==> src/design/ofcc_pkg.sv <==
package ofcc_pkg;

   localparam int WHEEL_SIZE   = 55;
   localparam int WHEEL_AW     = 6;
   localparam int HUE_W        = 16;
   localparam int CORDIC_STEPS = 16;
   localparam int CORDIC_SCALE = 24;
   localparam int RN_W         = 16;
   localparam int RN_FRAC      = 14;
   localparam int SQ_SHIFT     = 2 * RN_FRAC;
   localparam int MIX_W        = 24;
   localparam int PROD_W       = 40;
   localparam int CFG_W        = 16;
   localparam int CHAN_W       = 8;

   typedef logic [HUE_W-1:0]  hue_type;
   typedef logic [MIX_W-1:0]  mix_type;
   typedef logic [CHAN_W-1:0] chan_type;

   localparam logic [CFG_W-1:0]  CFG_MAX_RADIUS_RESET = 16'd2560;
   localparam logic [RN_W-1:0]   RN_ONE     = 16'd16384;
   localparam logic [RN_W-1:0]   RN_SAT     = 16'd32768;
   localparam hue_type           HUE_ZERO   = 16'h0000;
   localparam hue_type           HUE_QUART  = 16'h4000;
   localparam hue_type           HUE_HALF   = 16'h8000;
   localparam hue_type           HUE_3QUART = 16'hC000;
   localparam logic [16:0]       FRAC_ONE   = 17'd65536;
   localparam logic [5:0]        HUE_SPAN   = 6'd54;
   localparam mix_type           MIX_FULL   = 24'd16711680;
   localparam logic [PROD_W-1:0] OUT_FULL   = 40'd273804165120;

   localparam hue_type ATAN_TURNS [CORDIC_STEPS] = '{
      16'd8192, 16'd4836, 16'd2555, 16'd1297, 16'd651, 16'd326, 16'd163, 16'd81,
      16'd41, 16'd20, 16'd10, 16'd5, 16'd3, 16'd1, 16'd1, 16'd0
   };

   localparam chan_type WHEEL_R [WHEEL_SIZE] = '{
      8'd255, 8'd255, 8'd255, 8'd255, 8'd255, 8'd255, 8'd255, 8'd255,
      8'd255, 8'd255, 8'd255, 8'd255, 8'd255, 8'd255, 8'd255,
      8'd255, 8'd213, 8'd170, 8'd128, 8'd85, 8'd43,
      8'd0, 8'd0, 8'd0, 8'd0,
      8'd0, 8'd0, 8'd0, 8'd0, 8'd0, 8'd0, 8'd0, 8'd0, 8'd0, 8'd0, 8'd0,
      8'd0, 8'd19, 8'd39, 8'd58, 8'd78, 8'd98, 8'd117, 8'd137, 8'd156,
      8'd176, 8'd196, 8'd215, 8'd235,
      8'd255, 8'd255, 8'd255, 8'd255, 8'd255, 8'd255
   };

   localparam chan_type WHEEL_G [WHEEL_SIZE] = '{
      8'd0, 8'd17, 8'd34, 8'd51, 8'd68, 8'd85, 8'd102, 8'd119,
      8'd136, 8'd153, 8'd170, 8'd187, 8'd204, 8'd221, 8'd238,
      8'd255, 8'd255, 8'd255, 8'd255, 8'd255, 8'd255,
      8'd255, 8'd255, 8'd255, 8'd255,
      8'd255, 8'd232, 8'd209, 8'd186, 8'd163, 8'd140, 8'd116, 8'd93,
      8'd70, 8'd47, 8'd24,
      8'd0, 8'd0, 8'd0, 8'd0, 8'd0, 8'd0, 8'd0, 8'd0, 8'd0,
      8'd0, 8'd0, 8'd0, 8'd0,
      8'd0, 8'd0, 8'd0, 8'd0, 8'd0, 8'd0
   };

   localparam chan_type WHEEL_B [WHEEL_SIZE] = '{
      8'd0, 8'd0, 8'd0, 8'd0, 8'd0, 8'd0, 8'd0, 8'd0,
      8'd0, 8'd0, 8'd0, 8'd0, 8'd0, 8'd0, 8'd0,
      8'd0, 8'd0, 8'd0, 8'd0, 8'd0, 8'd0,
      8'd0, 8'd63, 8'd127, 8'd191,
      8'd255, 8'd255, 8'd255, 8'd255, 8'd255, 8'd255, 8'd255, 8'd255,
      8'd255, 8'd255, 8'd255,
      8'd255, 8'd255, 8'd255, 8'd255, 8'd255, 8'd255, 8'd255, 8'd255, 8'd255,
      8'd255, 8'd255, 8'd255, 8'd255,
      8'd255, 8'd213, 8'd170, 8'd128, 8'd85, 8'd43
   };

endpackage

==> src/design/ofcc_div_cell.sv <==
module ofcc_div_cell #(
   parameter int DW = 47
) (
   input  logic                  clock,
   input  logic                  en,
   input  logic [DW-1:0]         up_rem,
   input  logic [DW-1:0]         up_div,
   input  logic [ofcc_pkg::RN_W-1:0] up_quo,
   output logic [DW-1:0]         dn_rem,
   output logic [DW-1:0]         dn_div,
   output logic [ofcc_pkg::RN_W-1:0] dn_quo
);
   import ofcc_pkg::*;

   logic [DW-1:0]   rem_ff, rem_in;
   logic [DW-1:0]   div_ff, div_in;
   logic [RN_W-1:0] quo_ff, quo_in;
   logic            ge;

   always_comb begin
      ge     = (up_rem >= up_div);
      rem_in = ge ? (up_rem - up_div) : up_rem;
      quo_in = {up_quo[RN_W-2:0], ge};
      div_in = up_div >> 1;
   end

   always_ff @(posedge clock) begin
      if (en) begin
         rem_ff <= rem_in;
         div_ff <= div_in;
         quo_ff <= quo_in;
      end
   end

   assign dn_rem = rem_ff;
   assign dn_div = div_ff;
   assign dn_quo = quo_ff;
endmodule

==> config.mk <==
export PLATFORM = sky130hd
export DESIGN_NAME = ofcc_div_cell
export DESIGN_NICKNAME = d
export VERILOG_FILES = /design/src/design/ofcc_pkg.sv /design/src/design/ofcc_div_cell.sv
export SDC_FILE = /design/constraint.sdc
export NUM_CORES = 1
export LEC_CHECK = 0
export BUFFER_PORTS_ARGS = -buffer_cell sky130_fd_sc_hd__buf_2
export CAP_MARGIN = 20
export CORE_MARGIN = 8
export CORE_UTILIZATION = 50
export DETAILED_ROUTE_END_ITERATION = 16
export GPL_TIMING_DRIVEN = 0
export PLACE_DENSITY = 0.84
export SYNTH_ARGS = -nofsm -noshare
export SYNTH_HDL_FRONTEND = slang
export SYNTH_SLANG_ARGS = --single-unit
==> constraint.sdc <==
create_clock -name clock -period 3.55 [get_ports clock]
set_input_delay 0.5325 -clock clock [delete_from_list [all_inputs] [get_ports clock]]
set_output_delay 0.5325 -clock clock [all_outputs]
set_load 0.005 [all_outputs]
Word level (Yosys, flattened, before mapping)

Cells that the tools add are included.

Register bits: 109
Bits in latches: 0
Memory bits (writable): 0
Memory bits (read-only): 0
Word-level logic and storage cells: 6
Memories kept: 0

Add/sub/neg operators: 1
$mul: 0
Divide/modulo/power cells: 0
Magnitude comparators: 1
Equality and inequality tests: 0
Shift-type cells: 0
Muxes and demuxes: 1
Bitwise operators: 0
Reduce and logical (&&, ||, !) cells: 0

Operator list:

| kind             | number |
|---|---|
| $ge A47 B47 Y1   | 1 |
| $mux W47         | 1 |
| $sub A47 B47 Y47 | 1 |

Logic depth before layout (Yosys ltp)

Gate-level depths: netlist (run 1).

Depth in word-level cells: 2
Depth in mapped cells: 14
Mapped depth without buffers: 13

Worst setup path after synthesis (run 1)

Ideal clock, no wire load.

Path kind: input to register
Start: in up_div[32]
End: reg rem_ff[29], in the netlist dn_rem[29] (data pin)
Data arrival time: 2.986 ns
Slack: 0.301 ns
Stages on the path: 13
Buffers on the path: 3
Cells stage by stage: inv_1 ha_1 clkbuf_1 a21o_1 a21o_1 a21oi_1 nand2_1 or2_2 o21ai_2 o21a_1 buf_6 buf_6 mux2_1

Word-level cells in the longest chain between the ends: 2

RTL lines:

| element                | RTL line            | text |
|---|---|---|
| start: declaration     | ofcc_div_cell.sv:7  | `input logic [DW-1:0] up_div,` |
| $ge A47 B47 Y1         | ofcc_div_cell.sv:21 | `ge = (up_rem >= up_div);` |
| $mux W47               | ofcc_div_cell.sv:22 | `rem_in = ge ? (up_rem - up_div) : up_rem;` |
| net rem_in[29]         | ofcc_div_cell.sv:15 | `logic [DW-1:0] rem_ff, rem_in;` |
| end signal: assignment | ofcc_div_cell.sv:29 | `rem_ff <= rem_in;` |
| end: declaration       | ofcc_div_cell.sv:15 |  |

The timed path passes the listed nets, and every way through them passes these cells.
A chain may end at the register's enable or synchronous reset.

Final worst setup path (run 1)

Start: in up_rem[0]
End: reg rem_ff[46], in the netlist dn_rem[46] (data pin)

Word-level cells in the longest chain between the ends: 2
Elaborated cells on any way between the ends: 3
Classes of those cells: add/sub: 1; order compare: 1; mux: 1

RTL lines:

| element                                            | RTL line                                 | text |
|---|---|---|
| start: declaration                                 | ofcc_div_cell.sv:6                       | `input logic [DW-1:0] up_rem,` |
| $sub A47 B47 Y47 or $ge A47 B47 Y1 (tied branches) | ofcc_div_cell.sv:22, ofcc_div_cell.sv:21 |  |
| $mux W47 (*)                                       | ofcc_div_cell.sv:22                      |  |
| net rem_in[46]                                     | ofcc_div_cell.sv:15                      |  |

The timed path passes the listed nets; every way through them passes the cells marked *.

==> results of run 1 <==
==> metal layers <==
metal / share of wire / up-vias
met5: 0.0020 / -
met4: 0.020 / 6
met3: 0.076 / 32
met2: 0.49 / 223
met1: 0.42 / 2649
li1: - / 2860
==> power by group <==
group	total [mW]	internal [mW]	switching, mW
Sequential	1.61	1.58	0.0291
Clock	1.10	0.630	0.475
Combinational	0.999	0.451	0.548
Total	3.72	2.66	1.05
==> cells in the mapped netlist, types with 3 or more instances <==
| master | count |
|---|---|
| a211oi_1 | 3 |
| a21boi_0 | 6 |
| a21o_1 | 22 |
| a21oi_1 | 59 |
| a31oi_1 | 4 |
| and2_1 | 3 |
| and3_1 | 8 |
| buf_2 | 5 |
| buf_6 | 3 |
| clkbuf_1 | 18 |
| edfxtp_1 | 109 |
| ha_1 | 47 |
| inv_1 | 60 |
| mux2_1 | 10 |
| mux2_2 | 29 |
| nand2_1 | 39 |
| nand2b_1 | 8 |
| nand3_1 | 18 |
| nand4_1 | 9 |
| nor2_1 | 29 |
| nor2b_1 | 3 |
| nor3_1 | 14 |
| nor3b_1 | 3 |
| nor4_1 | 3 |
| o211ai_1 | 10 |
| o21a_1 | 5 |
| o21ai_0 | 26 |
| o21ai_1 | 4 |
| o21bai_1 | 5 |
| o31ai_1 | 8 |
| or3_1 | 3 |
| xnor2_1 | 20 |
| xor2_1 | 15 |
==> through the flow <==
stage / hold slack, ns / utilization / cells / setup TNS, ns
detailed placement: 0.711 / 0.603 / 1047 / -17.31
finish: 0.353 / 0.633 / 1066 / 0
global placement: 0.709 / 0.600 / 1046 / -14.83
global route: 0.335 / 0.633 / 1066 / -0.0326
floorplan: 0.631 / - / 647 / 0
CTS: 0.335 / 0.628 / 1063 / 0
==> path summary, 6_finish.rpt <==
check                 slack, ns         end  startpoint
worst max-delay path       0.12  dn_rem[46]   up_rem[0]
worst min-delay path       0.35  dn_quo[15]  up_quo[14]
==> critical path, cell delays in order <==
cell and delay, ns:
buf_2 0.09, inv_1 0.06, ha_1 0.17, inv_1 0.05, fa_1 0.39, a21o_1 0.24, a311oi_2 0.29, o311a_1 0.31
a211oi_2 0.13, o21ai_1 0.27, o21ai_1 0.14, a31o_2 0.32, and4_1 0.24, o41ai_4 0.33
==> cells by family (layout without fill, tap and decap cells) <==
kind of cell,Yosys count,after routing
other,1,2
multiplexers,41,41
AND/OR/NAND/NOR,149,149
buffers and inverters,87,325
adder cells (fa/ha/maj),48,48
AO/OA/AOI/OAI,177,177
XOR/XNOR,35,35
flip-flops,109,109
==> layout make-up <==
cell class | count | area [um^2]
fill | 1144 | 5030
inverter | 60 | 225
buffer | 26 | 130
clock buffer | 9 | 225
sequential | 109 | 3270
clock inverter | 7 | 105
multi-input combinational | 451 | 3350
antenna | 1 | 2.50
tap | 180 | 225
timing repair buffer | 223 | 1150
==> sequential cells by signal, indices dropped and copies added, names as in the netlist <==
signal and count:
dn_quo 16, dn_div 46, dn_rem 47
==> repair_timing <==
action	4_1_cts	5_1_grt
resized for setup	3	9
hold endpoints to repair	0	0
setup endpoints to repair	31	36
setup buffers	0	3
pin swaps	0	5
==> impl_metrics.json, run 1 <==
{
  "use_met2": 0.331,
  "dieWidth_um": 134,
  "min_period_over_period": 0.966,
  "place_worst_setup_slack_ns": -0.474,
  "synth_top_area_share": 0.473,
  "final-setup-viol-count": 0,
  "grt_max_degree": 59,
  "worstPathArrival_ns": 3.57,
  "die-area_um2": 17900,
  "core_um2": 13700,
  "grt_pass1_vias": 5708,
  "yosysSeqAreaShare": 0.473,
  "post_drt_wl_per_cell_um": 16.7,
  "post-route-drc-count": 0,
  "synthDistinctLibCells": 64,
  "slew_headroom": 0.557,
  "power_density_nw_per_um2": 428,
  "avgViaCountPerCell": 5.41,
  "grt-ovfl-total": 0,
  "status": "completed",
  "cp-start-kind": "input port",
  "drv_cap": 0,
  "dr.pass1.iters": 5,
  "worst_slack_ns": 0.121,
  "cts_root_buf": "clkbuf_16",
  "htreeDepth": 3,
  "synthXorXnorAreaFrac": 0.0443,
  "gp_congestion": 0.874,
  "hp-class": "in2reg",
  "synth_top_cell_by_area": "edfxtp_1",
  "numPortBuffers": 219,
  "fin_crit_ns": 3.43,
  "synthArstFlopShare": 0,
  "dpl_cell_area_um2": 8270,
  "total_power_mw": 3.72,
  "worstHoldPathCells": 1,
  "cts_tree": "yes",
  "leakage_nw": 3.90,
  "ios": 222,
  "endpoint_kind": "flop",
  "synth-simple-area-share": 0.107,
  "busiest_layer": "met2",
  "syn-num-nets": 807,
  "drt-initial-drc-count": 429,
  "synthMuxAreaShare": 0.0664,
  "design_area_um2": 8690,
  "max_freq_mhz": 292,
  "start_util": 0.504,
  "wl_um": 17800,
  "synth_edf_count": 109,
  "max-vdd-ir-drop_v": 0.000242,
  "worst-path-max-fanout": 5,
  "final_cell_mix": "buf_2, edfxtp_1, inv_1",
  "area_growth_pct": 25.6,
  "rows": 43,
  "hold_viol_final": 0,
  "yosys-top-cells-area": "edfxtp_1, ha_1, mux2_2",
  "gr-usage-met3": 0.0553,
  "met1_usage": 0.234,
  "dr_total_vias": 5770,
  "tightest_slew_ns": 0.664,
  "cts_sinks": 109,
  "track_usage": 0.195,
  "required_ns": 3.69,
  "ys_seq_elements": 109,
  "crit_type": "in2reg",
  "synth_fa_ha_area_frac": 0.0879,
  "synth_warnings": 0,
  "synth_ff_type": "edfxtp_1",
  "final_max_slew_viol_count": 0,
  "cts_buffer_depth": 2,
  "grt_setup_unrepaired": "true",
  "nets": 1040,
  "clk_pin_slew_ns": 0.07,
  "die_y_um": 134,
  "cts_buffers": 9,
  "hpwl_um": 14300,
  "syn_area_um2": 6920,
  "netlist_instances": 647,
  "synth_compound_area_frac": 0.169,
  "cts_hold_buf": 0,
  "grt_pass1_wl_um": 28200,
  "syn_avg_cell_area_um2": 10.7,
  "final_common_cell": "buf_2",
  "synth_top_family_by_area": "compound AO/OA/AOI/OAI gates",
  "ant_nets": 0,
  "antenna_found_initial": 4,
  "drive_gt1_frac": 0.334
}
(Power assumes the default switching activity.)
==> run 2: changes to the inputs <==
--- a/config.mk
+++ b/config.mk
@@ -7,7 +7,6 @@
 export LEC_CHECK = 0
 export BUFFER_PORTS_ARGS = -buffer_cell sky130_fd_sc_hd__buf_2
 export CAP_MARGIN = 20
-export CORE_MARGIN = 8
 export CORE_UTILIZATION = 50
 export DETAILED_ROUTE_END_ITERATION = 16
 export GPL_TIMING_DRIVEN = 0
==> run 2 against run 1 <==
Die area down 20%; worst setup slack better by 0.073 ns; clock power shrank 14%; total power decreased by 4.7%; sequential cell count is the same; hold slack got worse by 0.011 ns; critical path type unchanged; largest cell class unchanged; highest routed layer is now met4.
==> impl_metrics.json, run 2 (same netlist as run 1, synthesis figures left out) <==
{
  "cts_buffer_depth": 2,
  "drt-initial-drc-count": 239,
  "numPortBuffers": 219,
  "drive_gt1_frac": 0.333,
  "slew_headroom": 0.566,
  "cp_cell_sequence": "buf_2 > ha_1 > buf_2 > a21oi_1 > o21ai_1 > a31oi_1 > o31ai_2 > a31oi_1 > a21oi_2 > o21ai_4 > o21a_1 > buf_6 > buf_6 > mux2_1",
  "cts_hold_buf": 0,
  "grt_max_degree": 62,
  "internal_power_mw": 2.51,
  "die-area_um2": 14300,
  "leakage_nw": 3.87,
  "endpoint_kind": "flop",
  "cts_buffers": 9,
  "hold_ws_ns": 0.342,
  "final_cell_mix": "buf_2, edfxtp_1, inv_1",
  "seq_power_share": 0.456,
  "htreeDepth": 3,
  "start_util": 0.518,
  "power_density_nw_per_um2": 411,
  "ios": 222,
  "hp-class": "in2reg",
  "nets": 1042,
  "worst-path-buf-inv": 4,
  "worst_slack_ns": 0.194,
  "hold_viol_final": 0,
  "area_growth_pct": 24.6,
  "max_freq_mhz": 298,
  "clk_pin_slew_ns": 0.07,
  "track_usage": 0.231,
  "slowest_stage": "mux2_1",
  "gp_congestion": 0.895,
  "worst-path-max-fanout": 10,
  "post-route-drc-count": 0,
  "critPathMaxStageDelay_ns": 0.34,
  "grt_setup_unrepaired": "false",
  "switching_share": 0.293,
  "grt-ovfl-total": 0,
  "crit_type": "in2reg",
  "dieWidth_um": 120,
  "drv_cap": 0,
  "die_y_um": 120,
  "status": "completed",
  "cts_tree": "yes",
  "tns_ns": 0,
  "wl_um": 16600,
  "final_common_cell": "buf_2",
  "p_comb_frac": 0.279,
  "final_max_slew_viol_count": 0,
  "max-vdd-ir-drop_v": 0.000235,
  "dr.pass1.iters": 5,
  "hpwl_um": 12900,
  "post_drt_wl_per_cell_um": 15.6,
  "place_worst_setup_slack_ns": -0.433,
  "rows": 42,
  "required_ns": 3.66,
  "final-setup-viol-count": 0,
  "crit_family": "compound AO/OA/AOI/OAI gates",
  "dr_total_vias": 5826,
  "tightest_slew_ns": 0.650,
  "largest_reg_flops": 47,
  "worstPathArrival_ns": 3.47,
  "fin_crit_ns": 3.36,
  "min_period_over_period": 0.945,
  "antenna_found_initial": 2,
  "switchingPower_mw": 1.04,
  "grt_pass1_vias": 5514,
  "ant_nets": 0,
  "cp-start-kind": "input port",
  "core_um2": 13300,
  "cts_root_buf": "clkbuf_16",
  "grt_pass1_wl_um": 26100,
  "avgViaCountPerCell": 5.47,
  "cts_sinks": 109,
  "clkPwrFrac": 0.266
}
[run 2: per-layer routing]
metal | GRT usage | vias to the layer above | routed length, um
met4 | 0.0914 | 0 | 358
met5 | 0 | - | 0
met1 | 0.285 | 2724 | 6990
li1 | - | 2867 | -
met2 | 0.398 | 214 | 8130
met3 | 0.0437 | 21 | 1090
[run 2: final timing paths]
check,from,endpoint,slack (ns),cells after the start
worst min-delay path,up_quo[1],dn_quo[2],0.34,1
worst max-delay path,up_rem[16],dn_rem[37],0.19,14
[run 2: repair_timing]
| action | 4_1_cts | 5_1_grt |
|---|---|---|
| resized for setup | 3 | 8 |
| buffers inserted | 0 | 4 |
| hold endpoints to repair | 0 | 0 |
| pin swaps | 0 | 5 |
| endpoints found under the setup margin | 13 | 37 |
[run 2: through the flow]
| step | total power [mW] | cell area (um^2) | std cells | utilization |
|---|---|---|---|---|
| after detailed placement | 2.60 | 8260 | 1043 | 0.619 |
| final | 3.54 | 8620 | 1065 | 0.646 |
| after floorplan | 2.24 | 6920 | 647 | - |
| after global placement | 2.58 | 8230 | 1042 | 0.617 |
| after CTS | 3.53 | 8550 | 1059 | 0.641 |
| after global routing | 3.72 | 8620 | 1065 | 0.646 |
[run 2: power by group through the flow]
| stage | Combinational, mW | Sequential [mW] | Clock (mW) |
|---|---|---|---|
| after CTS | 0.972 | 1.62 | 0.943 |
| after global routing | 1.09 | 1.63 | 1.00 |
| after floorplan | 0.575 | 1.67 | 0 |
| final | 0.987 | 1.61 | 0.941 |
| after detailed placement | 0.960 | 1.64 | 0 |
| after global placement | 0.938 | 1.64 | 0 |
[run 2: final cells by class]
cell class                      count  area (um^2)
Sequential cell                   109         3270
Clock buffer                        9          225
Timing Repair Buffer              224         1160
Fill cell                        1101         4730
Buffer                             27          134
Antenna cell                        2         5.00
Multi-Input combinational cell    451         3340
Tap cell                          176          220
Clock inverter                      7         42.5
Inverter                           60          225
==> run 3: changes to the inputs <==
--- a/config.mk
+++ b/config.mk
@@ -7,10 +7,10 @@
 export LEC_CHECK = 0
 export BUFFER_PORTS_ARGS = -buffer_cell sky130_fd_sc_hd__buf_2
 export CAP_MARGIN = 20
-export CORE_UTILIZATION = 50
+export CORE_UTILIZATION = 49
 export DETAILED_ROUTE_END_ITERATION = 16
 export GPL_TIMING_DRIVEN = 0
-export PLACE_DENSITY = 0.84
+export PLACE_DENSITY = 0.82
 export SYNTH_ARGS = -nofsm -noshare
 export SYNTH_HDL_FRONTEND = slang
 export SYNTH_SLANG_ARGS = --single-unit
==> run 3 against run 2 <==
Sequential cell count unchanged; sequential share of layout area down 0.31 points; critical path depth unchanged; non-clock buffer count unchanged; cell count up 0.28%; fmax down 0.16%; core utilization down 1.7 points; die area up 2.0%; via count down 1.5%; critical path type unchanged.
==> impl_metrics.json, run 3 (same netlist as run 1, synthesis figures left out) <==
{
  "status": "completed",
  "ios": 222,
  "leakage_nw": 3.89,
  "hold_viol_final": 0,
  "cts_buffers": 9,
  "post_drt_wl_per_cell_um": 15.5,
  "die_y_um": 121,
  "ant_nets": 0,
  "total_power_mw": 3.67,
  "drive_gt1_frac": 0.338,
  "post-route-drc-count": 0,
  "cts_buffer_depth": 2,
  "wl_um": 16600,
  "final-setup-viol-count": 0,
  "drv_cap": 0,
  "gp_congestion": 0.847,
  "hpwl_um": 12900,
  "die-area_um2": 14600,
  "slew_headroom": 0.514,
  "grt_pass1_vias": 5449,
  "area_growth_pct": 25.6,
  "tightest_slew_ns": 0.730,
  "place_worst_setup_slack_ns": -0.462,
  "cts_tree": "yes",
  "htreeDepth": 3,
  "fin_crit_ns": 3.36,
  "dp.cells": 1047,
  "dr.pass1.iters": 6,
  "clk_pin_slew_ns": 0.08,
  "power_density_nw_per_um2": 422,
  "dpl_cell_area_um2": 8270,
  "cp-start-kind": "input port",
  "max-vdd-ir-drop_v": 0.000210,
  "max_freq_mhz": 298,
  "min_period_over_period": 0.947,
  "core_um2": 13800,
  "dieWidth_um": 121,
  "fill_cells": 1185,
  "numPortBuffers": 219,
  "hp-class": "in2reg",
  "largest_reg_flops": 47,
  "worstPathArrival_ns": 3.44,
  "grt_max_degree": 56,
  "final_max_slew_viol_count": 0,
  "grt-ovfl-total": 0,
  "required_ns": 3.63,
  "cts_sinks": 109,
  "final_cell_mix": "buf_2, edfxtp_1, inv_1",
  "worst_slack_ns": 0.189,
  "holdPathEnd": "dn_quo[12]",
  "start_util": 0.500,
  "track_usage": 0.229,
  "drt-initial-drc-count": 324,
  "antenna_found_initial": 2,
  "crit_type": "in2reg",
  "final_common_cell": "buf_2",
  "dr_total_vias": 5739,
  "worst-path-max-fanout": 5,
  "avgViaCountPerCell": 5.37,
  "endpoint_kind": "flop",
  "layout.cells.non_filler": 1068,
  "rows": 43,
  "hold_start": "up_quo[11]",
  "grt_pass1_wl_um": 26100,
  "nets": 1042,
  "design_area_um2": 8690,
  "cts_root_buf": "clkbuf_16",
  "worstHoldPathCells": 1
}
[run 3: power breakdown]
part / total, mW / internal (mW) / switching, mW
Sequential: 1.62 / 1.58 / 0.0321
Combinational: 0.998 / 0.453 / 0.545
Clock: 1.05 / 0.558 / 0.495
Total: 3.67 / 2.59 / 1.07
[run 3: critical path, cell delays in order]
cell and delay, ns:
buf_2 0.09, inv_1 0.07, ha_1 0.18, inv_1 0.06
fa_1 0.39, a21o_1 0.24, a311oi_2 0.27, o311a_1 0.31
a211oi_1 0.17, o21ai_2 0.23, o21ai_2 0.09, a31o_2 0.30
nor4_2 0.36, o41ai_4 0.14
[run 3: repair_timing]
action	4_1_cts	5_1_grt
setup endpoints to repair	31	36
hold buffers	0	0
gates resized for setup	3	12
pin swaps	0	6
cloned	0	0
buffers inserted	0	4
[run 3: layer usage]
| layer | vias to the layer above | GRT usage | part of all wire |
|---|---|---|---|
| met5 | - | 0 | 0.00079 |
| met1 | 2695 | 0.294 | 0.45 |
| met2 | 159 | 0.388 | 0.48 |
| met4 | 2 | 0.0818 | 0.018 |
| li1 | 2861 | - | - |
| met3 | 22 | 0.0377 | 0.053 |
[run 3: final cells by class]
type	instances	area, um^2	area share
multi-input cells	451	3360	0.387
flip-flops and latches	109	3270	0.377
repair buffers	224	1160	0.133
clock buffers	9	225	0.0259
inverters	60	225	0.0259
well taps	180	225	0.0259
plain buffers	27	134	0.0154
clock inverters	7	82.6	0.00950
diodes	1	2.50	0.000288
[run 3: metrics by stage]
stage,utilization,hold slack [ns],setup TNS (ns)
floorplan,-,0.631,0
global placement,0.596,0.709,-15.93
detailed placement,0.598,0.711,-17.08
CTS,0.622,0.338,0
global route,0.628,0.338,-0.00136
finish,0.628,0.347,0
[run 3: worst max-delay path by stage]
stage	startpoint	end	slack, ns
global route	up_div[32]	dn_rem[46]	-0.001
finish	up_rem[0]	dn_rem[46]	0.19
floorplan	up_div[32]	dn_rem[29]	0.30
CTS	up_div[32]	dn_rem[46]	0.004
global placement	up_rem[16]	dn_rem[39]	-0.43
detailed placement	up_rem[41]	dn_rem[31]	-0.46
